<file path="src/hw/rtl/assert_macros.svh">
// assertion macros used by the nearest neighbor unit
`ifndef ASSERT_MACROS_SVH
`define ASSERT_MACROS_SVH
`ifndef ASSERT_OFF
// implication checked on every rising clock edge outside reset
`define MNN_ASSERT(lbl, ck, rstn, prop, msg) \
  lbl: assert property (@(posedge ck) disable iff (!rstn) prop) else $error(msg);
// invariant that holds on every rising clock edge outside reset
`define MNN_ASSERT_ALWAYS(lbl, ck, rstn, expr, msg) \
  lbl: assert property (@(posedge ck) disable iff (!rstn) (expr)) else $error(msg);
`else
`define MNN_ASSERT(lbl, ck, rstn, prop, msg)
`define MNN_ASSERT_ALWAYS(lbl, ck, rstn, expr, msg)
`endif
`endif

</file>
<file path="src/hw/rtl/mnn_ram.sv">
// generic single write port ram with registered read
module mnn_ram #(
  parameter int WIDTH = 8,
  parameter int DEPTH = 16
) (
  input  logic                     clk,
  input  logic                     we,
  input  logic [$clog2(DEPTH)-1:0] waddr,
  input  logic [WIDTH-1:0]         wdata,
  input  logic [$clog2(DEPTH)-1:0] raddr,
  output logic [WIDTH-1:0]         rdata
);
  logic [WIDTH-1:0] mem [DEPTH];

  // write and registered read
  always_ff @(posedge clk) begin
    if (we) begin
      mem[waddr] <= wdata;
    end
    rdata <= mem[raddr];
  end
endmodule

</file>
<file path="config.mk">
export PLATFORM = sky130hd
export DESIGN_NAME = mnn_ram
export DESIGN_NICKNAME = d
export VERILOG_FILES = /design/src/hw/rtl/assert_macros.svh /design/src/hw/rtl/mnn_ram.sv
export SDC_FILE = /design/constraint.sdc
export NUM_CORES = 1
export LEC_CHECK = 0
export ABC_AREA = 1
export ABC_CLOCK_PERIOD_IN_PS = 4000
export BUFFER_PORTS_ARGS = -buffer_cell sky130_fd_sc_hd__buf_2
export CAP_MARGIN = 40
export CORE_MARGIN = 3
export CORE_UTILIZATION = 55
export DETAILED_ROUTE_END_ITERATION = 16
export PLACE_DENSITY = 0.72
export SYNTH_ARGS = -nofsm -noshare
export SYNTH_HDL_FRONTEND = slang
export SYNTH_SLANG_ARGS = --single-unit
</file>
<file path="constraint.sdc">
create_clock -name clk -period 4 [get_ports clk]
set_clock_uncertainty 0.1 [all_clocks]
set_input_delay 0.8 -clock clk [delete_from_list [all_inputs] [get_ports clk]]
set_output_delay 0.8 -clock clk [all_outputs]
set_load 0.02 [all_outputs]
</file>
==> impl_metrics.sql <==
INSERT INTO impl_metrics (metric_group, metric, value, unit) VALUES
('yosys', 'number_of_enable_type_register_cells_in_the_synthesized_netlist', '128', ''),
('drt', 'dr_total_vias', '3915', ''),
('sta', 'max-slew-margin-rel', '40.7', '%'),
('yosys', 'syn_inst', '551', ''),
('setup_path', 'setup.reg_to_reg.worst_slack', '2790', 'ps'),
('outcome', 'run_status', 'finished clean', ''),
('yosys', 'post_synth_xor_area_fraction', '0', '%'),
('yosys', 'yosys.cell_count.top_type', 'sky130_fd_sc_hd__nand2_1', ''),
('yosys', 'synthMuxAreaShare', '0', '%'),
('sta', 'final_hold_viol_count', '0', ''),
('setup_path', 'critical_path_required', '4310', 'ps'),
('yosys', 'synth_top_area_share', '66.7', '%'),
('grt', 'grt_pass1_vias', '3697', ''),
('setup_path', 'timing.critical_path.to_type', 'register', ''),
('cts', 'cts.root.buffer_cell', 'sky130_fd_sc_hd__clkbuf_8', ''),
('floorplan', 'top_level_ports', '26', ''),
('grt', 'initial_antenna_violation_count', '0', ''),
('layout', 'area.growth.synth_to_final', '13.2', '%'),
('cts', 'postCtsHoldBufs', '0', ''),
('yosys', 'syn_area_per_cell', '10.5', 'um2'),
('yosys', 'synth-main-ff-cell', 'sky130_fd_sc_hd__edfxtp_1', ''),
('drt', 'detailedRoute.firstPassIterationCount', '5', ''),
('yosys', 'synthesis.yosys.warnings', '0', ''),
('sta', 'finalSetupViolCount', '0', ''),
('sta', 'min_period', '2210', 'ps'),
('yosys', 'yosysSeqAreaShare', '69.4', '%'),
('grt', 'groute.usage.overall', '24.5', '%'),
('cts', 'cts_tree', 'built', ''),
('cts', 'cts_max_level', '4', ''),
('grt', 'grt_first_pass_wirelength', '20600', 'um'),
('sta', 'grt_setup_unrepaired', 'false', ''),
('drt', 'drc', '0', ''),
('setup_path', 'critPathMaxFanout', '33', ''),
('setup_path', 'worstSetupPathType', 'in -> reg', ''),
('cts', 'cts_repair_resize_count', '0', ''),
('cts', 'cts_made_buffers', '17', ''),
('setup_path', 'reg2regPathDepth', '6', ''),
('cts', 'clk-insertion-delay-late', '520', 'ps'),
('worst_hold_path', 'timing.hold.worst_path_depth', '3', ''),
('drt', 'avgViaCountPerCell', '5.45', ''),
('setup_path', 'regToRegEndpoint', 'rdata[7]', ''),
('yosys', 'synth.lib_cells_used.distinct', '12', ''),
('sta', 'max_slew.worst_pin.slew', '887', 'ps'),
('sta', 'layout_setup_ws', '1790', 'ps'),
('yosys', 'async_sr_flop_fraction', '0', '%'),
('sta', 'max_clock_freq', '0.452', 'GHz'),
('floorplan', 'floorplan.die_area', '11700', 'um2'),
('drt', 'drt_wl_total', '13400', 'um'),
('yosys', 'synthAdderAreaFrac', '0', '%'),
('setup_path', 'ff_to_ff_start', 'mem[1][7]', ''),
('power', 'power_density', '518', 'nW/um2'),
('grt', 'globalRouteOverflowTotal', '0', ''),
('yosys', 'leading_area_contributor_after_synthesis', 'sky130_fd_sc_hd__edfxtp_1', ''),
('yosys', 'synth_compound_gate_area_share', '0', '%'),
('worst_hold_path', 'holdCritStartpoint', 'raddr[3]', ''),
('floorplan', 'start_util', '57.7', '%'),
('cts', 'cts_sinks', '136', ''),
('cts', 'cts-root-to-sink-buffers', '2', ''),
('yosys', 'share_of_synthesized_cell_area_in_and_or_nand_and_nor_gates', '21.0', '%'),
('cts', 'cts_clock_pin_slew_for_the_worst_setup_and_hold_paths', '60', 'ps'),
('yosys', 'post_synth_most_frequent_cells', '173 x sky130_fd_sc_hd__nand2_1, 128 x sky130_fd_sc_hd__edfxtp_1, 100 x sky130_fd_sc_hd__inv_1', ''),
('grt', 'grt_start_max_net_pins', '65', ''),
('layout', 'num_antenna_cells', '0', ''),
('sta', 'final_max_slew_viol_count', '0', ''),
('yosys', 'synth.net_count', '569', ''),
('layout', 'final_net_count', '591', ''),
('sta', 'final.setup.tns', '0', 'ps'),
('yosys', 'synth_seq_cells', '136', ''),
('layout', 'drive_above_1_share', '9.90', '%'),
('sta', 'layout_worst_path_cycle_share', '55.3', '%'),
('floorplan', 'core_area', '10000', 'um2');
==> cell usage in the layout (no fill, tap or decap) <==
cell                         count
sky130_fd_sc_hd__edfxtp_1      128
sky130_fd_sc_hd__nand3_1        97
sky130_fd_sc_hd__clkinvlp_4      2
sky130_fd_sc_hd__buf_12          1
sky130_fd_sc_hd__inv_1         100
sky130_fd_sc_hd__nor2_1         17
sky130_fd_sc_hd__clkbuf_1        3
sky130_fd_sc_hd__nand3b_1        2
sky130_fd_sc_hd__clkbuf_16      16
sky130_fd_sc_hd__inv_2           2
sky130_fd_sc_hd__buf_4           1
sky130_fd_sc_hd__nand2_1       173
sky130_fd_sc_hd__dfxtp_1         8
sky130_fd_sc_hd__bufinv_16       3
sky130_fd_sc_hd__clkinv_2        2
sky130_fd_sc_hd__buf_2          25
sky130_fd_sc_hd__clkbuf_8        6
==> registers in the layout, summed over array words and instances, names as in the netlist <==
| register | count |
|---|---|
| mem | 128 |
| rdata | 8 |
==> cell families (layout without fill, tap and decap cells) <==
group | count (synthesis) | in the layout
flip-flops | 136 | 136
AND/OR/NAND/NOR | 289 | 289
buffers and inverters | 126 | 161
==> per-stage QoR <==
step	hold WS, ps	util, %	cell area [um2]	instances	total power [mW]
final	532	65.3	6530	719	3.38
after global routing	529	65.3	6530	719	3.48
after CTS	509	65.3	6530	719	3.39
after detailed placement	542	59.2	5920	687	1.83
after global placement	530	59.0	5900	686	1.82
after floorplan	507	-	5770	551	1.75
==> routing by layer <==
layer,up-vias,wire length [um],global-route usage [%]
met1,1860,5560,33.4
li1,1816,-,-
met4,0,335,10.4
met5,-,0,0
met3,20,1190,6.33
met2,219,6290,37.6
==> worst max path at each step <==
stage,from,cells past startpoint,end
2_1_floorplan,waddr[2],2,mem[10][0]
3_3_place_gp,raddr[1],6,rdata[1]
3_5_place_dp,raddr[1],6,rdata[1]
4_1_cts,raddr[1],6,rdata[5]
5_1_grt,raddr[1],6,rdata[5]
6_report,raddr[1],6,rdata[5]
==> layout make-up <==
class,count,area (um2)
well taps,133,166
flip-flops and latches,136,4000
multi-input cells,289,1210
inverters,102,383
clock inverters,7,115
clock buffers,25,494
repair buffers,27,153
fillers,778,3470
==> report_power, final <==
| part | total (mW) | switching (mW) | internal, mW |
|---|---|---|---|
| registers | 1.60 | 0.00938 | 1.59 |
| clock network | 1.58 | 0.548 | 1.03 |
| logic | 0.202 | 0.150 | 0.0516 |
| total | 3.38 | 0.707 | 2.68 |
==> worst max-delay path, cell delays in order <==
cell and delay [ps]:
sky130_fd_sc_hd__buf_2 590, sky130_fd_sc_hd__inv_2 490, sky130_fd_sc_hd__nand3_1 210, sky130_fd_sc_hd__nand3_1 180, sky130_fd_sc_hd__nand3_1 150, sky130_fd_sc_hd__nand2_1 70
(Power assumes the default switching activity.)
